==> config.mk <==
export PLATFORM = sky130hd
export DESIGN_NAME = kwlex_tok_fifo_flat
export DESIGN_NICKNAME = d
export VERILOG_FILES = /design/src/rtl/kwlex_pkg.sv /design/src/rtl/kwlex_chan_if.sv /design/src/rtl/kwlex_tok_fifo.sv /design/src/flat_wrapper.sv
export SDC_FILE = /design/constraint.sdc
export NUM_CORES = 1
export LEC_CHECK = 0
export ABC_AREA = 1
export BUFFER_PORTS_ARGS = -buffer_cell sky130_fd_sc_hd__buf_2
export CAP_MARGIN = 20
export CORE_AREA = 2 2 89 91
export DETAILED_ROUTE_END_ITERATION = 10
export DIE_AREA = 0 0 91 93
export PLACE_DENSITY = 0.5
export SYNTH_ARGS = -nofsm -noshare
export SYNTH_HDL_FRONTEND = slang
export SYNTH_SLANG_ARGS = --single-unit
==> constraint.sdc <==
create_clock -name clk_i -period 2.05 [get_ports clk_i]
set_clock_uncertainty 0.2 [all_clocks]
set_input_delay 0.1025 -clock clk_i [delete_from_list [all_inputs] [get_ports clk_i]]
set_output_delay 0.1025 -clock clk_i [all_outputs]
set_load 0.01 [all_outputs]
==> src/rtl/kwlex_pkg.sv <==
// Shared types and constants for the keyword lexer: token kinds, payload
// structs, character codes, keyword table and byte helpers. No dependencies.
package kwlex_pkg;

  // Fixed payload widths of the channels
  localparam int unsigned KindW   = 4;
  localparam int unsigned RowW    = 16;
  localparam int unsigned ColW    = 16;
  localparam int unsigned TextW   = 64;
  localparam int unsigned TextLenW = 10;

  // Result queue geometry
  localparam int unsigned FifoDepth = 4;
  localparam int unsigned FifoPtrW  = $clog2(FifoDepth);
  localparam int unsigned FifoCntW  = $clog2(FifoDepth + 1);

  typedef enum logic [KindW-1:0] {
    KIND_UNKNOWN = 4'd0,
    KIND_COMMA   = 4'd1,
    KIND_LPAREN  = 4'd2,
    KIND_RPAREN  = 4'd3,
    KIND_ASSIGN  = 4'd4,
    KIND_NEQ     = 4'd5,
    KIND_DO      = 4'd6,
    KIND_END     = 4'd7,
    KIND_PRED    = 4'd8,
    KIND_PROGRAM = 4'd9,
    KIND_RESULT  = 4'd10,
    KIND_SUCC    = 4'd11,
    KIND_WHILE   = 4'd12,
    KIND_IDENT   = 4'd13,
    KIND_INT     = 4'd14,
    KIND_EOF     = 4'd15
  } kind_e;

  typedef struct packed {
    logic [7:0] ch;
  } src_word_t;

  typedef struct packed {
    kind_e               kind;
    logic [RowW-1:0]     row;
    logic [ColW-1:0]     col;
    logic [TextW-1:0]    text;
    logic [TextLenW-1:0] text_length;
    logic                last;
  } token_t;

  // Up to two tokens pushed into the result queue per source byte
  typedef struct packed {
    logic   en0;
    logic   en1;
    token_t tok0;
    token_t tok1;
  } tok_push_t;

  // Character codes
  localparam logic [7:0] CH_NUL   = 8'h00;
  localparam logic [7:0] CH_TAB   = 8'h09;
  localparam logic [7:0] CH_LF    = 8'h0A;
  localparam logic [7:0] CH_CR    = 8'h0D;
  localparam logic [7:0] CH_SPACE = 8'h20;
  localparam logic [7:0] CH_BANG  = 8'h21;
  localparam logic [7:0] CH_HASH  = 8'h23;
  localparam logic [7:0] CH_LPAR  = 8'h28;
  localparam logic [7:0] CH_RPAR  = 8'h29;
  localparam logic [7:0] CH_COMMA = 8'h2C;
  localparam logic [7:0] CH_COLON = 8'h3A;
  localparam logic [7:0] CH_EQ    = 8'h3D;
  localparam logic [7:0] CH_UPX   = 8'h58;

  // Tab moves the column on by this much in total
  localparam logic [3:0] TAB_STEP = 4'd8;

  // Keywords in upper case, first character in the low byte
  localparam int unsigned KwCount = 7;
  localparam logic [TextW-1:0] KW_TEXT [KwCount] = '{
    64'h0000_0000_0000_4F44,  // DO
    64'h0000_0000_0044_4E45,  // END
    64'h0000_0000_4445_5250,  // PRED
    64'h004D_4152_474F_5250,  // PROGRAM
    64'h0000_544C_5553_4552,  // RESULT
    64'h0000_0000_4343_5553,  // SUCC
    64'h0000_0045_4C49_4857   // WHILE
  };
  localparam logic [2:0] KW_LEN [KwCount] = '{
    3'd2, 3'd3, 3'd4, 3'd7, 3'd6, 3'd4, 3'd5
  };

  function automatic logic is_digit(input logic [7:0] c);
    return (c >= 8'h30) && (c <= 8'h39);
  endfunction

  function automatic logic is_alnum(input logic [7:0] c);
    return is_digit(c) || ((c >= 8'h61) && (c <= 8'h7A)) || ((c >= 8'h41) && (c <= 8'h5A));
  endfunction

  function automatic logic [7:0] to_upper(input logic [7:0] c);
    return ((c >= 8'h61) && (c <= 8'h7A)) ? (c - 8'h20) : c;
  endfunction

endpackage

==> src/rtl/kwlex_chan_if.sv <==
// Valid/ready channel interface carrying one payload word per handshake.
// Payload type is set per instance; no other dependencies.
interface kwlex_chan_if #(
  parameter type payload_t = logic
) ();
  logic     valid;
  logic     ready;
  payload_t payload;

  modport source (output valid, output payload, input ready);
  modport sink   (input valid, input payload, output ready);
endinterface

==> src/rtl/kwlex_tok_fifo.sv <==
// Small result queue: takes up to two tokens a cycle, gives one a cycle while the receiver is ready.
// Depends on kwlex_pkg and kwlex_chan_if.
module kwlex_tok_fifo (
  input  logic                  clk_i,
  input  logic                  rst_ni,
  input  kwlex_pkg::tok_push_t  push_i,
  output logic                  room_o,
  kwlex_chan_if.source          token_o
);
  localparam int unsigned PtrW = kwlex_pkg::FifoPtrW;
  localparam int unsigned CntW = kwlex_pkg::FifoCntW;

  kwlex_pkg::token_t mem_q [kwlex_pkg::FifoDepth];
  logic [PtrW-1:0]   head_q, head_d, tail_q, tail_d;
  logic [CntW-1:0]   count_q, count_d;
  logic              pop;

  assign token_o.valid   = (count_q != '0);
  assign token_o.payload = mem_q[head_q];
  assign pop             = token_o.valid && token_o.ready;
  assign room_o          = (count_q <= CntW'(kwlex_pkg::FifoDepth - 2));

  always_comb begin
    head_d  = head_q + PtrW'(pop);
    tail_d  = tail_q + PtrW'(push_i.en0) + PtrW'(push_i.en1);
    count_d = count_q + CntW'(push_i.en0) + CntW'(push_i.en1) - CntW'(pop);
  end

  always_ff @(posedge clk_i or negedge rst_ni) begin
    if (!rst_ni) begin
      head_q  <= '0;
      tail_q  <= '0;
      count_q <= '0;
    end else begin
      head_q  <= head_d;
      tail_q  <= tail_d;
      count_q <= count_d;
    end
  end

  always_ff @(posedge clk_i) begin
    if (push_i.en0) begin
      mem_q[tail_q] <= push_i.tok0;
    end
    if (push_i.en1) begin
      mem_q[tail_q + PtrW'(1)] <= push_i.tok1;
    end
  end
endmodule

==> src/flat_wrapper.sv <==
// flat-port wrapper written by rule: the top's interface ports become plain ports
module kwlex_tok_fifo_flat 
  (clk_i, rst_ni, push_i, room_o, token_o_valid, token_o_payload, token_o_ready);
  kwlex_chan_if token_o_i ();
  input  logic clk_i;
  input  logic rst_ni;
  input  kwlex_pkg::tok_push_t push_i;
  output logic room_o;
  output wire logic [$bits(token_o_i.valid)-1:0] token_o_valid;
  output wire logic [$bits(token_o_i.payload)-1:0] token_o_payload;
  input wire logic [$bits(token_o_i.ready)-1:0] token_o_ready;
  assign token_o_valid = token_o_i.valid;
  assign token_o_payload = token_o_i.payload;
  assign token_o_i.ready = token_o_ready;
  kwlex_tok_fifo u_core (.clk_i(clk_i), .rst_ni(rst_ni), .push_i(push_i), .room_o(room_o), .token_o(token_o_i));
endmodule
== Word-level counts from Yosys, hierarchy flattened ==
Memory sizes are Yosys's and may differ from the RTL's.
Index checks and enable logic that the tools add are counted.

* Add/subtract/negate cells: 7
* Reduce and logical (&&, ||, !) cells: 2
* Multiplexer cells: 4
* Bitwise logic cells: 0
* $lt $le $gt $ge: 1
* Shift-type cells: 0
* Divide/modulo/power cells: 0
* Equality and inequality tests: 0
* $mul: 0

{| class="wikitable"
|+ Operator list
! operator !! number
|-
| 2-bit by 1-bit adder with 2-bit output || 3
|-
| 3-bit by 1-bit adder with 3-bit output || 2
|-
| 1-bit 2-to-1 mux || 4
|-
| 3-bit by 2-bit less-or-equal comparator with 1-bit output, second input constant || 1
|-
| 3-bit nonzero test || 1
|-
| 3-bit by 1-bit subtractor with 3-bit output || 1
|-
| 2-bit by 1-bit adder with 2-bit output, second input constant || 1
|-
| 1-bit logical AND || 1
|}

* Bits in latches: 0
* Bits of input ports: 227
* Bits in read-only memories: 0
* Logic and storage cells: 18
* Register bits after elaboration: 7
* Memories kept: 1
* Output and inout bits: 3
* Bits in writable memories: 444

{| class="wikitable"
|+ Memory list
! name !! depth !! bits a word !! read ports !! clocked after memory_dff !! write ports !! RTL line !! source
|-
| u_core.mem_q || 4 || 111 || 1 || 0 || 2 || kwlex_tok_fifo.sv:13 || <nowiki>kwlex_pkg::token_t mem_q [kwlex_pkg::FifoDepth];</nowiki>
|}

== Depth between registers and ports, before layout ==
* Depth in word-level cells: 3
* Gate-level depth with buffers: 7
* Depth with buffers taken out: 7

== Worst setup path before layout ==
OpenSTA, ideal clock, no wires.

* Path type: register to register
* Start point: reg u_core.count_q[0]
* End point: reg u_core.count_q[2]
* Required time: 1,727 ps
* Path buffers: 0
* Clock period less this slack: 2,132 ps
* Stages on the path, launching flop included: 8
* Slack: -82 ps
* Data arrival time: 1,810 ps
* Library setup time: 123 ps
* Path through: dfrtp_1 > nor2_1 > a21boi_1 > ha_1 > inv_1 > fa_1 > fa_1 > xnor2_1

* Longest elaborated chain between the ends: 3
* Elaborated cells between the ends (all ways): 5
* Classes of those cells: add/sub (3); reduce/logical (2)

{| class="wikitable"
|+ RTL lines
! item !! RTL line !! source
|-
| start: declaration || kwlex_tok_fifo.sv:15 || <nowiki>logic [CntW-1:0] count_q, count_d;</nowiki>
|-
| start signal: assignment || kwlex_tok_fifo.sv:37 || <nowiki>count_q <= count_d;</nowiki>
|-
| 3-bit by 1-bit adder with 3-bit output or 3-bit nonzero test (tied branches) || kwlex_tok_fifo.sv:26, kwlex_tok_fifo.sv:18 ||
|-
| 3-bit by 1-bit adder with 3-bit output or 1-bit logical AND (tied branches) || kwlex_tok_fifo.sv:26, kwlex_tok_fifo.sv:20 ||
|-
| 3-bit by 1-bit subtractor with 3-bit output * || kwlex_tok_fifo.sv:26 || <nowiki>count_d = count_q + CntW'(push_i.en0) + CntW'(push_i.en1) - CntW'(pop);</nowiki>
|-
| net u_core.count_d[2] || kwlex_tok_fifo.sv:15 ||
|}

The timed path passes the listed nets; every way through them passes the cells marked *.

== Worst setup path after layout ==
Ends and elaborated chain as after synthesis.

==> flow_summary.json <==
{
  "outcome": "finished, final reports clean",
  "cp_top_family": "adder cells",
  "vdd_ir_drop_max_uv": 170.1,
  "synthCells": 69,
  "cts-root-buf": "clkbuf_8",
  "crit_path_end_kind": "flip-flop",
  "remaining_drc_errors": 0,
  "synth_cell_types": 17,
  "gp_congestion": 0.6221,
  "reg2reg_from": "u_core.count_q[0]",
  "syn_nets": 302,
  "pin_count": 230,
  "drt_iter0_drc": 10,
  "worstSetupPathDepth": 7,
  "fillers": 887,
  "path_cells": "nor2_4 -> a21boi_2 -> ha_1 -> inv_2 -> fa_2 -> fa_2 -> xnor2_1",
  "dp_hpwl_um": 1017,
  "clock_latency_ns": 0.23,
  "rr_worst_depth": 7,
  "viasPerCell": 2.508,
  "synthTopCellsByArea": "dfrtp_1, edfxtp_1, nand2_1, fa_1, nand3_1",
  "min_path_type": "input pin to asynchronous set/reset pin",
  "finalSetupViolations": 0,
  "rows": 32,
  "start_util": 0.08494,
  "synth_mux_area_frac": 0,
  "worst_pin_slew_ns": 0.2643,
  "drive_gt1_frac": 0.2921,
  "holdWs_ns": 0.03076,
  "drv_cap": 0,
  "synthSimpleGateAreaFrac": 0.2133,
  "cts_tree": "built",
  "utilization": 0.1232,
  "powerDensity_nw_per_um2": 1261,
  "io_buffers": 9,
  "grt_max_degree": 10,
  "finalPower_mw": 1.169,
  "yosys.area_share.adder": 0.1526,
  "final_max_slew_viol_count": 0,
  "drtPass1Iterations": 2,
  "dieHeight_um": 93,
  "syn_avg_cell_area_um2": 9.266,
  "synth_top_area_frac": 0.2740,
  "area_growth_pct": 45.01,
  "core_area_um2": 7527,
  "yosysMostFrequentCell": "nand2_1",
  "rsz0062_at_grt": "yes",
  "synth-xor-area-share": 0.04110,
  "yosys.area.top_type": "dfrtp_1",
  "chipWidth_um": 91,
  "fin_crit_ns": 2.024,
  "instances_no_fill": 191,
  "dp.cells": 183,
  "required_ns": 1.97,
  "grt_pass1_vias": 479,
  "yosys-top-cells-count": "nand2_1, inv_1, nand3_1",
  "async_flop_share": 0.6364,
  "slowest_stage": "dfrtp_1",
  "nets": 323,
  "wirelength_um": 1218,
  "clockBufferDepth": 2,
  "wire_per_inst_um": 6.377,
  "yosysWarnings": 0,
  "crit_type": "flip-flop to flip-flop",
  "vias": 479,
  "synth_top_family_by_area": "simple AND/OR/NAND/NOR gates",
  "path_common_cell": "fa_2",
  "antenna_found_initial": 0,
  "cp_num_buf_inv": 1,
  "path_clk_slew_ns": 0.05,
  "p_leak_nw": 0.4289,
  "gr-total-overflow": 0,
  "grt_use_total": 0.03243,
  "clock-sinks": 11,
  "grt_pass1_wl_um": 2076,
  "arrival_ns": 1.94,
  "seq_area_frac_synth": 0.4618,
  "synth_ff_type": "dfrtp_1",
  "final_antenna_net_count": 0,
  "mappedNetlistArea_um2": 639.4,
  "die_area_um2": 8463,
  "cts_buffers": 3,
  "period_share": 0.9873,
  "max_freq_mhz": 494.1,
  "synth-edff-count": 4,
  "htreeDepth": 1,
  "ys_seq_elements": 11,
  "path_max_fanout": 2,
  "start_kind": "flip-flop",
  "slowest_delay_ns": 0.40,
  "reg2reg_slack_ns": 0.03,
  "slew_headroom": 0.8238,
  "num_antenna_cells": 0,
  "reg2reg_to": "u_core.count_q[2]",
  "finalHoldViolations": 0,
  "synth-compound-area-share": 0.03131
}
-- stage by stage --
step           setup WS [ns]  setup TNS [ns]  instance area (um2)
2_1_floorplan       0.007152               0                644.4
3_3_place_gp        -0.03980        -0.07222                835.8
3_5_place_dp        -0.06299         -0.1183                835.8
4_1_cts            -0.003643       -0.003643                907.1
5_1_grt             -0.04404        -0.07936                927.1
6_report             0.02607               0                927.1
-- routing by layer --
layer  wire (um)  track usage
met2         628      0.05309
met4          30      0.03030
met5           0            0
met1         499      0.03269
met3          60      0.01048
-- power by group --
| part | total (mW) | switching (mW) | internal [mW] | leakage, nW |
|---|---|---|---|---|
| sequential | 0.445 | 0.100 | 0.345 | 0.119 |
| clock | 0.211 | 0.0754 | 0.136 | 0.0228 |
| combinational | 0.513 | 0.261 | 0.252 | 0.287 |
| total | 1.17 | 0.436 | 0.733 | 0.429 |
-- cell type report --
class                   instances  area, um2  share of cell area
clock buffers                   4      45.04             0.04858
well taps                     102      127.6              0.1377
repair buffers                 17      110.1              0.1188
multi-input cells              43      296.5              0.3198
inverters                      14      52.55             0.05668
flip-flops and latches         11      295.3              0.3185
-- placed cells by master, fill, tap and decap left out --
cell	n
a21boi_2	1
a21o_1	1
buf_2	9
buf_4	6
clkbuf_1	1
clkbuf_8	3
clkinv_1	1
dfrtp_1	7
dlygate4sd3_1	2
edfxtp_1	4
fa_1	1
fa_2	2
ha_1	3
inv_1	9
inv_2	4
nand2_1	17
nand3_1	10
nand4_1	3
nor2_4	1
o21ai_1	1
xnor2_1	1
xor2_1	2
-- cell families (layout without fill, tap and decap cells) --
| logic type | Yosys count | count (layout) |
|---|---|---|
| xor+xnor | 3 | 3 |
| simple gates | 31 | 31 |
| compound gates | 3 | 3 |
| fa+ha+maj | 6 | 6 |
| buf+inv | 15 | 35 |
| flops | 11 | 11 |
-- state kept, by name, indices dropped and copies added (netlist names) --
register	cells
u_core.tail_q	2
u_core.head_q	2
u_core.count_q	3
u_core.mem_q	4
-- what timing repair did --
action                                 CTS  global route
pin swaps                                0             1
setup endpoints to repair                2             2
setup buffers                            0             2
hold buffers                             2             0
resized for setup                        2             2
endpoints found under the hold margin   10             0
-- how the worst max path moves through the flow --
stage | startpoint | to | slack [ns]
2_1_floorplan | u_core.count_q[0] | u_core.count_q[1] | 0.007
3_3_place_gp | u_core.count_q[2] | u_core.count_q[2] | -0.04
3_5_place_dp | u_core.count_q[2] | u_core.count_q[2] | -0.06
4_1_cts | u_core.count_q[2] | u_core.count_q[2] | -0.004
5_1_grt | u_core.count_q[0] | u_core.count_q[2] | -0.04
6_report | u_core.count_q[0] | u_core.count_q[2] | 0.03
Power figures use the tool's default switching activity.
